$ cat src/design/uist_pkg.sv
`timescale 1ns / 1ps
`default_nettype none
package uist_pkg;

    // request kinds carried on s_tuser
    typedef enum logic [1:0] {
        OP_ADD    = 2'd0,
        OP_REMOVE = 2'd1,
        OP_CHECK  = 2'd2,
        OP_CLEAR  = 2'd3
    } op_t;

    // result status codes
    typedef enum logic [1:0] {
        ST_OK     = 2'd0,
        ST_DUP    = 2'd1,
        ST_ABSENT = 2'd2,
        ST_FULL   = 2'd3
    } status_t;

    // controller states
    typedef enum logic [1:0] {
        S_IDLE   = 2'd0,
        S_SCAN   = 2'd1,
        S_SHIFT  = 2'd2,
        S_FINISH = 2'd3
    } state_t;

    // controller -> datapath commands
    typedef struct packed {
        logic    load;        // capture a new item, restart the scan pointer
        logic    clear;       // empty the set
        logic    scan;        // search step
        logic    start_shift; // begin compaction above the hit position
        logic    shift;       // compaction step
        logic    append;      // write key at the end, bump the count
        logic    dec;         // drop the count by one
        logic    set_status;  // latch status_code for the result
        status_t status_code;
        logic    emit;        // load the output register
    } cmd_t;

    // datapath -> controller status
    typedef struct packed {
        op_t  op;       // operation of the item in work
        logic hit;      // entry just read matches the key
        logic drained;  // no read pending and pointer at the count
        logic full;     // count at capacity
        logic out_free; // output register can take a result
    } sts_t;

endpackage
`default_nettype wire

$ cat src/design/uist_ram.sv
`timescale 1ns / 1ps
`default_nettype none
module uist_ram #(
    parameter int WIDTH = 32,
    parameter int DEPTH = 64
) (
    input  wire logic                     clk,
    input  wire logic                     wr_en,
    input  wire logic [$clog2(DEPTH)-1:0] wr_addr,
    input  wire logic [WIDTH-1:0]         wr_data,
    input  wire logic                     rd_en,
    input  wire logic [$clog2(DEPTH)-1:0] rd_addr,
    output logic      [WIDTH-1:0]         rd_data
);

    logic [WIDTH-1:0] mem [DEPTH];

    // write port
    always_ff @(posedge clk)
    begin
        if (wr_en)
        begin
            mem[wr_addr] <= wr_data;
        end
    end

    // registered read port
    always_ff @(posedge clk)
    begin
        if (rd_en)
        begin
            rd_data <= mem[rd_addr];
        end
    end

endmodule
`default_nettype wire

$ cat src/design/uist_ctrl.sv
`timescale 1ns / 1ps
`default_nettype none
module uist_ctrl (
    input  wire logic           clk,
    input  wire logic           rst_n,
    input  wire logic           s_tvalid,
    output logic                s_tready,
    input  wire uist_pkg::op_t  in_op,
    input  wire uist_pkg::sts_t sts,
    output uist_pkg::cmd_t      cmd
);
    import uist_pkg::*;

    state_t state_reg;
    state_t state_next;

    // state register
    always_ff @(posedge clk or negedge rst_n)
    begin
        if (!rst_n)
        begin
            state_reg <= S_IDLE;
        end
        else
        begin
            state_reg <= state_next;
        end
    end

    // next state and commands
    always_comb
    begin
        state_next = state_reg;
        cmd        = '0;
        cmd.status_code = ST_OK;
        s_tready   = 1'b0;
        case (state_reg)
            S_IDLE:
            begin
                s_tready = 1'b1;
                if (s_tvalid)
                begin
                    cmd.load = 1'b1;
                    if (in_op == OP_CLEAR)
                    begin
                        cmd.clear       = 1'b1;
                        cmd.set_status  = 1'b1;
                        cmd.status_code = ST_OK;
                        state_next      = S_FINISH;
                    end
                    else
                    begin
                        state_next = S_SCAN;
                    end
                end
            end
            S_SCAN:
            begin
                cmd.scan = 1'b1;
                if (sts.hit)
                begin
                    case (sts.op)
                        OP_ADD:
                        begin
                            cmd.set_status  = 1'b1;
                            cmd.status_code = ST_DUP;
                            state_next      = S_FINISH;
                        end
                        OP_REMOVE:
                        begin
                            cmd.start_shift = 1'b1;
                            state_next      = S_SHIFT;
                        end
                        default:
                        begin
                            cmd.set_status  = 1'b1;
                            cmd.status_code = ST_OK;
                            state_next      = S_FINISH;
                        end
                    endcase
                end
                else if (sts.drained)
                begin
                    cmd.set_status = 1'b1;
                    state_next     = S_FINISH;
                    if (sts.op == OP_ADD)
                    begin
                        if (sts.full)
                        begin
                            cmd.status_code = ST_FULL;
                        end
                        else
                        begin
                            cmd.append      = 1'b1;
                            cmd.status_code = ST_OK;
                        end
                    end
                    else
                    begin
                        cmd.status_code = ST_ABSENT;
                    end
                end
            end
            S_SHIFT:
            begin
                cmd.shift = 1'b1;
                if (sts.drained)
                begin
                    cmd.dec         = 1'b1;
                    cmd.set_status  = 1'b1;
                    cmd.status_code = ST_OK;
                    state_next      = S_FINISH;
                end
            end
            S_FINISH:
            begin
                if (sts.out_free)
                begin
                    cmd.emit   = 1'b1;
                    state_next = S_IDLE;
                end
            end
            default:
            begin
                state_next = S_IDLE;
            end
        endcase
    end

endmodule
`default_nettype wire

$ cat src/design/uist_dp.sv
`timescale 1ns / 1ps
`default_nettype none
module uist_dp #(
    parameter int CAPACITY = 64
) (
    input  wire logic           clk,
    input  wire logic           rst_n,
    input  wire uist_pkg::op_t  in_op,
    input  wire logic [31:0]    in_key,
    input  wire uist_pkg::cmd_t cmd,
    output uist_pkg::sts_t      sts,
    output logic                m_tvalid,
    input  wire logic           m_tready,
    output logic [1:0]          out_status,
    output logic [6:0]          out_total
);
    import uist_pkg::*;

    localparam int AW = $clog2(CAPACITY);
    localparam int CW = $clog2(CAPACITY + 1);
    localparam logic [CW-1:0] CAP_C = CW'(CAPACITY);

    op_t           op_reg;
    logic [31:0]   key_reg;
    logic [CW-1:0] count_reg,   count_next;
    logic [CW-1:0] addr_reg,    addr_next;
    logic          rd_vld_reg,  rd_vld_next;
    logic [AW-1:0] cmp_idx_reg, cmp_idx_next;
    status_t       status_reg;
    logic          m_tvalid_reg;
    logic [1:0]    m_status_reg;
    logic [6:0]    m_total_reg;

    logic          rd_en;
    logic [31:0]   rd_data;
    logic          wr_en;
    logic [AW-1:0] wr_addr;
    logic [31:0]   wr_data;
    logic          below;
    logic [CW+6:0] count_ext;

    uist_ram #(
        .WIDTH (32),
        .DEPTH (CAPACITY)
    ) u_ram (
        .clk     (clk),
        .wr_en   (wr_en),
        .wr_addr (wr_addr),
        .wr_data (wr_data),
        .rd_en   (rd_en),
        .rd_addr (addr_reg[AW-1:0]),
        .rd_data (rd_data)
    );

    // status back to the controller
    assign below        = addr_reg < count_reg;
    assign sts.op       = op_reg;
    assign sts.hit      = rd_vld_reg && (rd_data == key_reg);
    assign sts.drained  = !rd_vld_reg && !below;
    assign sts.full     = count_reg >= CAP_C;
    assign sts.out_free = !m_tvalid_reg || m_tready;

    // one read per step while the pointer is inside the set
    assign rd_en = (cmd.scan || cmd.shift) && below;

    // append at the end, or move the entry just read down one place
    always_comb
    begin
        wr_en   = 1'b0;
        wr_addr = count_reg[AW-1:0];
        wr_data = key_reg;
        if (cmd.append)
        begin
            wr_en = 1'b1;
        end
        else if (cmd.shift && rd_vld_reg)
        begin
            wr_en   = 1'b1;
            wr_addr = cmp_idx_reg - AW'(1);
            wr_data = rd_data;
        end
    end

    // scan pointer and count
    always_comb
    begin
        addr_next    = addr_reg;
        rd_vld_next  = rd_vld_reg;
        cmp_idx_next = cmp_idx_reg;
        count_next   = count_reg;
        if (cmd.load)
        begin
            addr_next   = '0;
            rd_vld_next = 1'b0;
        end
        else if (cmd.start_shift)
        begin
            addr_next   = CW'(cmp_idx_reg) + CW'(1);
            rd_vld_next = 1'b0;
        end
        else if (cmd.scan || cmd.shift)
        begin
            rd_vld_next = rd_en;
            if (rd_en)
            begin
                cmp_idx_next = addr_reg[AW-1:0];
                addr_next    = addr_reg + CW'(1);
            end
        end
        if (cmd.clear)
        begin
            count_next = '0;
        end
        else if (cmd.append)
        begin
            count_next = count_reg + CW'(1);
        end
        else if (cmd.dec)
        begin
            count_next = count_reg - CW'(1);
        end
    end

    // control registers
    always_ff @(posedge clk or negedge rst_n)
    begin
        if (!rst_n)
        begin
            count_reg    <= '0;
            addr_reg     <= '0;
            rd_vld_reg   <= 1'b0;
            m_tvalid_reg <= 1'b0;
        end
        else
        begin
            count_reg  <= count_next;
            addr_reg   <= addr_next;
            rd_vld_reg <= rd_vld_next;
            if (cmd.emit)
            begin
                m_tvalid_reg <= 1'b1;
            end
            else if (m_tready)
            begin
                m_tvalid_reg <= 1'b0;
            end
        end
    end

    // payload registers
    assign count_ext = {7'd0, count_reg};

    always_ff @(posedge clk)
    begin
        cmp_idx_reg <= cmp_idx_next;
        if (cmd.load)
        begin
            op_reg  <= in_op;
            key_reg <= in_key;
        end
        if (cmd.set_status)
        begin
            status_reg <= cmd.status_code;
        end
        if (cmd.emit)
        begin
            m_status_reg <= status_reg;
            m_total_reg  <= count_ext[6:0];
        end
    end

    assign m_tvalid   = m_tvalid_reg;
    assign out_status = m_status_reg;
    assign out_total  = m_total_reg;

    // checks
    a_count_bound: assert property (@(posedge clk) disable iff (!rst_n)
        count_reg <= CAP_C)
        else $error("member count above capacity");

    // the closing step of a search may append; every other search step only reads
    a_scan_no_write: assert property (@(posedge clk) disable iff (!rst_n)
        (cmd.scan && !cmd.append) |-> !wr_en)
        else $error("table written during search");

    a_clear_empties: assert property (@(posedge clk) disable iff (!rst_n)
        cmd.clear |=> count_reg == '0)
        else $error("clear left members behind");

    a_shift_addr: assert property (@(posedge clk) disable iff (!rst_n)
        (cmd.shift && rd_vld_reg) |-> cmp_idx_reg != '0)
        else $error("compaction write below entry zero");

    a_emit_free: assert property (@(posedge clk) disable iff (!rst_n)
        cmd.emit |-> (!m_tvalid_reg || m_tready))
        else $error("result overwrote one not yet taken");

endmodule
`default_nettype wire

$ cat src/design/unique_index_set_table.sv
// Clear answers without a search; add and check search the set member by member, and remove
//   also compacts the members above the removed one down one place.
// One item is in work at a time; the search and the compaction step through the one-read,
//   one-write table memory.
// The next item is taken while a result still waits in the output register.
// Reset (rst_n, asynchronous, active low) empties the set; table contents are not cleared.
`timescale 1ns / 1ps
`default_nettype none
module unique_index_set_table #(
    parameter int CAPACITY = 64
) (
    input  wire logic        clk,
    input  wire logic        rst_n,
    input  wire logic        s_tvalid,
    output logic             s_tready,
    input  wire logic [31:0] s_tdata,   // [31:0] target_index
    input  wire logic [1:0]  s_tuser,   // [1:0] operation
    output logic             m_tvalid,
    input  wire logic        m_tready,
    output logic [15:0]      m_tdata    // [1:0] status, [8:2] member_total, [15:9] zero
);
    import uist_pkg::*;

    cmd_t       cmd;
    sts_t       sts;
    op_t        in_op;
    logic [1:0] out_status;
    logic [6:0] out_total;

    assign in_op = op_t'(s_tuser);

    uist_ctrl u_ctrl (
        .clk      (clk),
        .rst_n    (rst_n),
        .s_tvalid (s_tvalid),
        .s_tready (s_tready),
        .in_op    (in_op),
        .sts      (sts),
        .cmd      (cmd)
    );

    uist_dp #(
        .CAPACITY (CAPACITY)
    ) u_dp (
        .clk        (clk),
        .rst_n      (rst_n),
        .in_op      (in_op),
        .in_key     (s_tdata),
        .cmd        (cmd),
        .sts        (sts),
        .m_tvalid   (m_tvalid),
        .m_tready   (m_tready),
        .out_status (out_status),
        .out_total  (out_total)
    );

    assign m_tdata = {7'd0, out_total, out_status};

endmodule
`default_nettype wire
$ cat config.mk
export PLATFORM = sky130hd
export DESIGN_NAME = unique_index_set_table
export DESIGN_NICKNAME = d
export VERILOG_FILES = /design/src/design/uist_pkg.sv /design/src/design/uist_ram.sv /design/src/design/uist_ctrl.sv /design/src/design/uist_dp.sv /design/src/design/unique_index_set_table.sv
export SDC_FILE = /design/constraint.sdc
export NUM_CORES = 2
export LEC_CHECK = 0
export ABC_AREA = 1
export BUFFER_PORTS_ARGS = -buffer_cell sky130_fd_sc_hd__buf_4
export CORE_ASPECT_RATIO = 0.6
export CORE_UTILIZATION = 35
export DETAILED_ROUTE_END_ITERATION = 16
export HOLD_SLACK_MARGIN = 0.1
export PLACE_DENSITY = 0.55
export SLEW_MARGIN = 20
export SYNTH_ARGS = -nofsm -noshare
export SYNTH_HDL_FRONTEND = slang
export SYNTH_SLANG_ARGS = --single-unit
$ cat constraint.sdc
create_clock -name clk -period 5.5 [get_ports clk]
set_input_delay 0.275 -clock clk [delete_from_list [all_inputs] [get_ports clk]]
set_output_delay 0.275 -clock clk [all_outputs]
set_load 0.01 [all_outputs]
# ---- Word-level counts from Yosys, hierarchy flattened
# Memories as Yosys holds them, arrays and structs flattened. A register that Yosys moved wholly into a read port is not among the register bits.
# Index checks and enable logic that the tools add are counted.
dict set report totals {
  word_cells 99
  in_bits 38
  ff_bits 69
  memories 1
  ramBits 2048
}
dict set report classes {
  muxes 52
  bitwise 2
  n_addsub 5
  n_reduce_logical 18
  magnitude_cmp 2
  eq_ne 8
}
# name depth width rd rd_clocked_by_memory_dff wr line
set mem_list {}
lappend mem_list {u_dp.u_ram.mem 64 32 1 1 1 uist_ram.sv:16} ;# logic [WIDTH-1:0] mem [DEPTH];
# operator n
set ops {}
lappend ops {{32-bit 2-to-1 mux} 2}
lappend ops {{7-bit 2-to-1 mux} 7}
lappend ops {{32-bit == test} 1}
lappend ops {{1-bit 2-to-1 mux} 23}
lappend ops {{2-bit 2-to-1 mux} 10}
lappend ops {{7-bit by 1-bit adder with 7-bit output (second input constant)} 2}
lappend ops {{3-bit 2-to-1 mux} 4}
lappend ops {{6-bit 2-to-1 mux} 2}
lappend ops {{3-bit one-hot mux with 3 select lines} 1}
lappend ops {{3-bit nonzero test} 3}
lappend ops {{2-bit one-hot mux with 4 select lines} 1}
lappend ops {{6-bit by 1-bit adder with 7-bit output (second input constant)} 1}
lappend ops {{7-bit greater-or-equal comparator (second input constant)} 1}
lappend ops {{7-bit less-than comparator} 1}
lappend ops {{7-bit by 1-bit subtractor with 7-bit output (second input constant)} 1}
lappend ops {{2-bit == test (second input constant)} 3}
lappend ops {{3-bit one-hot mux with 2 select lines} 1}
lappend ops {{6-bit by 1-bit subtractor with 6-bit output (second input constant)} 1}
lappend ops {{2-bit by 1-bit == test with 1-bit output (second input constant)} 2}
lappend ops {{1-bit logical AND} 4}
lappend ops {{2-bit logical NOT} 2}
lappend ops {{4-bit 2-to-1 mux} 1}
lappend ops {{2-bit != test (second input constant)} 2}
lappend ops {{2-bit AND reduction} 2}
lappend ops {{other kinds (5)} 9}

# ---- Logic depth before layout (Yosys ltp)
dict set report depth {
  depth_word 10
  mapped_depth 19
}

# ---- Hierarchy
# Synthesis repeated with hierarchy kept, for this count alone.
dict set report unflattened {
  hier_cells 7268
  area_unflattened_um2 87154.8
}
# module instances cells_each area_per_inst_um2
set by_module_without_submodules {}
lappend by_module_without_submodules {uist_ram 1 6769 83058.4}
lappend by_module_without_submodules {uist_dp 1 448 3782.4}
lappend by_module_without_submodules {uist_ctrl 1 43 257.7}
lappend by_module_without_submodules {unique_index_set_table 1 8 56.3}

# ---- Least setup slack after synthesis
# No wires, ideal clock.
dict set report synth_path {
  path_kind {register to register}
  from {register u_ctrl.state_reg[0]}
  to {memory u_dp.u_ram.mem[0][0], data pin}
  arrival_ns 3.788
  required_time_ns 4.798
  setup_ns 0.702
  path_stages_with_launch 7
  setup_slack_ns 1.010
  cell_sequence {dfrtp_1 inv_1 ha_1 nand2_1 clkbuf_1 clkbuf_1 o21ai_0}
}
dict set report synth_via {
  elab_chain_len 5
  elab_cells_between_ends 7
  cone_classes {2 x eq/ne; 4 x mux; 1 x reduce/logical}
}
# element line
set synth_rtl {}
lappend synth_rtl {{from (decl)} uist_ctrl.sv:14} ;# state_t state_reg;
lappend synth_rtl {{from (signal assigned)} uist_ctrl.sv:26} ;# state_reg <= state_next;
lappend synth_rtl {{2-bit == test} uist_ctrl.sv:37} ;# case (state_reg)
lappend synth_rtl {{1-bit 2-to-1 mux} uist_ctrl.sv:37}
lappend synth_rtl {{1-bit logical AND} uist_dp.sv:76} ;# else if (cmd.shift && rd_vld_reg)
lappend synth_rtl {{32-bit 2-to-1 mux} uist_dp.sv:76}
lappend synth_rtl {{32-bit 2-to-1 mux *} uist_dp.sv:72} ;# if (cmd.append)
lappend synth_rtl {{named net u_dp.u_ram.wr_data[0]} uist_ram.sv:10} ;# input wire logic [WIDTH-1:0] wr_data,
lappend synth_rtl {{to (decl)} uist_ram.sv:16}
# Mark *: on every way through the listed nets, which the timed path passes. The rest lies on a longest branch.

# ---- Worst setup path after layout
dict set report layout_path {
  from {register u_ctrl.state_reg[0]}
  to {memory u_dp.u_ram.mem[10][0] (enable)}
}
dict set report layout_via {
  elab_chain_len 7
  elab_cells_between_ends 11
  cone_classes {2 x eq/ne; 8 x mux; 1 x reduce/logical}
}
# element line
set layout_rtl {}
lappend layout_rtl {{2-bit == test} uist_ctrl.sv:37}
lappend layout_rtl {{1-bit 2-to-1 mux} uist_ctrl.sv:37}
lappend layout_rtl {{1-bit logical AND} uist_dp.sv:76}
lappend layout_rtl {{1-bit 2-to-1 mux} uist_dp.sv:76}
lappend layout_rtl {{1-bit 2-to-1 mux} uist_dp.sv:72}
lappend layout_rtl {{1-bit 2-to-1 mux} uist_ram.sv:21} ;# if (wr_en)
lappend layout_rtl {{1-bit 2-to-1 mux (not written as such)} uist_ram.sv:23} ;# mem[wr_addr] <= wr_data;
# Several ways; a longest one is shown, not always the timed one.

==> qor.tcl <==
set qor(worst_ep_arrival_time_ns) 4.91
set qor(cts.htree.levels) 4
set qor(placedCellCount) 9522
set qor(timing.critical_path.to_type) {flip-flop}
set qor(core_area_sq_um) 241000
set qor(globalplace.congestion) 0.849
set qor(grt_max_degree) 144
set qor(cts-root-to-sink-buffers) 4
set qor(timing_max_transition_violations_final) 0
set qor(regToRegSetupSlack_ns) 1.12
set qor(postSynth.topFlopCell) {sky130_fd_sc_hd__edfxtp_1}
set qor(die_height_microns) 384
set qor(maxClockFrequency_mhz) 228
set qor(place.detailed.hpwl_microns) 147000
set qor(ys_types) 46
set qor(area_delta_synth_final_pct) 13.5
set qor(vias_per_cell) 5.59
set qor(timing.clock.skew_ns) 0.0445
set qor(postSynth.asyncResetShare_pct) 0.838
set qor(cts_tree) {built}
set qor(comb_power_share_pct) 32.6
set qor(num_cts_buffers) 193
set qor(synth_top_cell_by_area) {sky130_fd_sc_hd__edfxtp_1}
set qor(worst_r2r_startpoint) {u_ctrl.state_reg[0]}
set qor(drive_gt1_share_pct) 9.29
set qor(seqPwrFrac_pct) 41.0
set qor(net-switching-power_mw) 18.8
set qor(post_cts.resized_instances) 0
set qor(synth_top_area_share_pct) 75.2
set qor(critPathRequiredTime_ns) 6.03
set qor(path_clk_slew_ns) 0.07
set qor(worstHoldStart) {s_tdata[24]}
set qor(hold_depth) 2
set qor(design.die.area_sq_um) 245000
set qor(core.rowCount) 139
set qor(cts-root-buf) {sky130_fd_sc_hd__clkbuf_16}
set qor(groute.usage.overall_pct) 20.3
set qor(grt_pass1_vias) 50900
set qor(dr_total_vias) 55400
set qor(internal_power_mw) 30.9
set qor(clock_latency_of_the_later_clocked_register_in_the_worst_skew_pair_ns) 0.86
set qor(grt_antenna_before_repair) 2
set qor(largest_register_ff_count) 2048
set qor(timing.max_cap.violations) 0
set qor(final_routed_drc_violation_total) 0
set qor(num-fill-cells) 22300
set qor(hold_viol) 0
set qor(crit_path_start_kind) {flip-flop}
set qor(power.share.switching_pct) 37.8
set qor(top_level_ports) 56
set qor(portBuffers) 48
set qor(worst_ir_drop_vdd_mv) 0.404
set qor(detail_route.iter0.violations) 7398
set qor(wire_per_inst_microns) 25.9
set qor(clock_sink_count) 2149
set qor(status) {finished clean}
set qor(worst_r2r_endpoint) {u_dp.u_ram.mem[10][0]}
set qor(starting_density_of_the_core_pct) 35.4
set qor(worst_slew_margin_rel_pct) 30.4
set qor(crit_path_max_fanout) 20
set qor(synth-seq-area-share_pct) 75.7
set qor(reg2regPathDepth) 9
set qor(finish.cell_count_without_fillers) 9909
set qor(drt_pass1_iterations) 6
set qor(ant_nets) 0
set qor(global_route_wire_length_before_repair_microns) 369000
set qor(min_period_over_period_pct) 79.7
set qor(worst_hold_path.endpoint) {u_dp.key_reg[24]}
set qor(die_w_microns) 639
set qor(worstMarginPinSlew_ns) 1.04
set qor(rsz_0062_raised_after_global_routing) {false}
set qor(power.density_cell_area_nw_per_um2) 514
set qor(number_of_setup_violations_in_the_final_report) 0
set qor(setup_total_negative_slack_ns) 0
set qor(min_path_type) {input port to flip-flop}
set qor(share_clk_of_total_power_pct) 26.4
set qor(post_synth_inst_count) 6508
set qor(postSynthRegisterBits) 2149
set qor(number_of_warnings_issued_by_yosys) 0
set qor(p_leak_nw) 30.7
set qor(total_grt_overflow) 0
set qor(nNetsFinal) 6581
set qor(synth_enable_flop_cells) 2131
set qor(timing_worst_setup_path_type) {flip-flop to flip-flop}
set qor(routed_wirelength_microns) 256000
set qor(synth.cell_area_sq_um) 85100
set qor(synth_top_cells_by_area) {sky130_fd_sc_hd__edfxtp_1 (75%), sky130_fd_sc_hd__o21ai_0 (7.3%), sky130_fd_sc_hd__nor2_1 (6.5%), sky130_fd_sc_hd__o22ai_1 (4.7%), sky130_fd_sc_hd__clkbuf_1 (1.4%)}
set qor(avgSynthCellArea_sq_um) 13.1
set qor(finalCriticalPeriod_ns) 4.38
==> cells in the mapped netlist (all sizes together), types with 5 or more instances <==
cell type / count
o22ai: 646
clkbuf: 310
edfxtp: 2131
dfrtp: 18
inv: 100
o21ai: 1360
xnor2: 10
nand3: 21
ha: 20
buf: 150
nand2: 193
o32ai: 28
nand4: 8
o211ai: 5
a21oi: 13
nor2: 1472
==> power groups by stage <==
stage	Clock, mW	Sequential [mW]	Combinational, mW
after CTS	13.3	20.3	16.1
final	13.1	20.3	16.2
after floorplan	0	20.5	9.44
after detailed placement	0	20.7	16.0
after global placement	0	20.7	15.9
after global routing	13.9	20.4	17.4
==> worst max-delay path, cell delays in order, from the launching register on <==
cell and delay [ns]:
sky130_fd_sc_hd__dfrtp_1 0.45, sky130_fd_sc_hd__inv_1 0.11, sky130_fd_sc_hd__ha_1 0.23, sky130_fd_sc_hd__nand2_4 0.10, sky130_fd_sc_hd__inv_1 0.38, sky130_fd_sc_hd__nor2_1 0.09
sky130_fd_sc_hd__a31oi_1 0.62, sky130_fd_sc_hd__nand3_1 0.83, sky130_fd_sc_hd__nor2_4 0.90, sky130_fd_sc_hd__buf_12 0.28
==> what timing repair did <==
action,in CTS,in global routing
setup buffers,0,0
hold buffers,43,0
hold endpoints to repair,69,0
==> cell type report <==
| type | instances | area [sq um] | share of cell area, % |
|---|---|---|---|
| Timing Repair Buffer | 273 | 2670 | 2.76 |
| Antenna cell | 2 | 5.00 | 0.00518 |
| Multi-Input combinational cell | 3804 | 19100 | 19.8 |
| Inverter | 101 | 423 | 0.438 |
| Clock buffer | 244 | 5150 | 5.33 |
| Sequential cell | 2149 | 64500 | 66.7 |
| Tap cell | 3243 | 4060 | 4.20 |
| Clock inverter | 93 | 689 | 0.714 |
==> how the worst max path moves through the flow <==
stage                             start                     to  depth (start not counted)
finish              u_ctrl.state_reg[0]  u_dp.u_ram.mem[10][0]                          9
detailed placement  u_ctrl.state_reg[0]  u_dp.u_ram.mem[10][4]                          8
CTS                 u_ctrl.state_reg[0]  u_dp.u_ram.mem[10][0]                          8
global route        u_ctrl.state_reg[0]  u_dp.u_ram.mem[10][1]                          8
floorplan           u_ctrl.state_reg[0]   u_dp.u_ram.mem[0][0]                          6
global placement    u_ctrl.state_reg[0]  u_dp.u_ram.mem[10][4]                          8
==> per-layer routing <==
metal	wire, microns	vias up	share of wire, %	global-route usage (%)
met5	20	-	0.0078	0
met4	4870	2	1.9	4.14
met3	24300	301	9.5	4.00
met2	106000	2587	41	28.3
met1	121000	28300	47	32.4
li1	-	24200	-	-
==> logic make-up (layout without fill, tap and decap cells) <==
family                     after synthesis  after routing  synth area share, %
adders and majority gates               21             21                0.318
other                                    1              9              0.00441
AOI/OAI and AO/OA                     2061           2061                 13.3
and+or+nand+nor                       1701           1701                 7.76
xor gates and xnor gates                14             14                0.144
DFF                                   2149           2149                 75.7
buffers and inverters                  561            711                 2.78
==> cells in the final DEF, fill, tap and decap left out, types with 7 or more instances in the layout <==
cell type	n
sky130_fd_sc_hd__nand3_1	20
sky130_fd_sc_hd__clkbuf_16	199
sky130_fd_sc_hd__nand2_1	173
sky130_fd_sc_hd__clkinv_1	43
sky130_fd_sc_hd__o22ai_1	646
sky130_fd_sc_hd__a21oi_1	12
sky130_fd_sc_hd__nor2_4	65
sky130_fd_sc_hd__buf_12	39
sky130_fd_sc_hd__o32ai_1	28
sky130_fd_sc_hd__bufinv_16	10
sky130_fd_sc_hd__ha_1	20
sky130_fd_sc_hd__clkinv_2	33
sky130_fd_sc_hd__nand4_1	7
sky130_fd_sc_hd__dlygate4sd3_1	43
sky130_fd_sc_hd__o21ai_1	113
sky130_fd_sc_hd__edfxtp_1	2131
sky130_fd_sc_hd__o21ai_4	25
sky130_fd_sc_hd__dfrtp_1	12
sky130_fd_sc_hd__clkbuf_1	45
sky130_fd_sc_hd__xnor2_1	10
sky130_fd_sc_hd__buf_4	190
sky130_fd_sc_hd__o21ai_0	1220
sky130_fd_sc_hd__inv_1	93
sky130_fd_sc_hd__nand2_4	15
sky130_fd_sc_hd__conb_1	7
sky130_fd_sc_hd__nor2_1	1400
==> through the flow <==
stage	power [mW]	area (sq um)	setup slack, ns	util [%]	hold slack, ns
finish	49.7	96600	1.12	40.2	0.151
global route	51.6	96600	0.987	40.1	0.120
CTS	49.7	96500	1.22	40.1	0.102
detailed placement	36.7	90200	1.22	37.5	0.178
global placement	36.6	90100	1.26	37.5	0.177
floorplan	29.9	85100	1.01	-	-0.0206
Note: power is estimated with default switching activity, not from simulation.
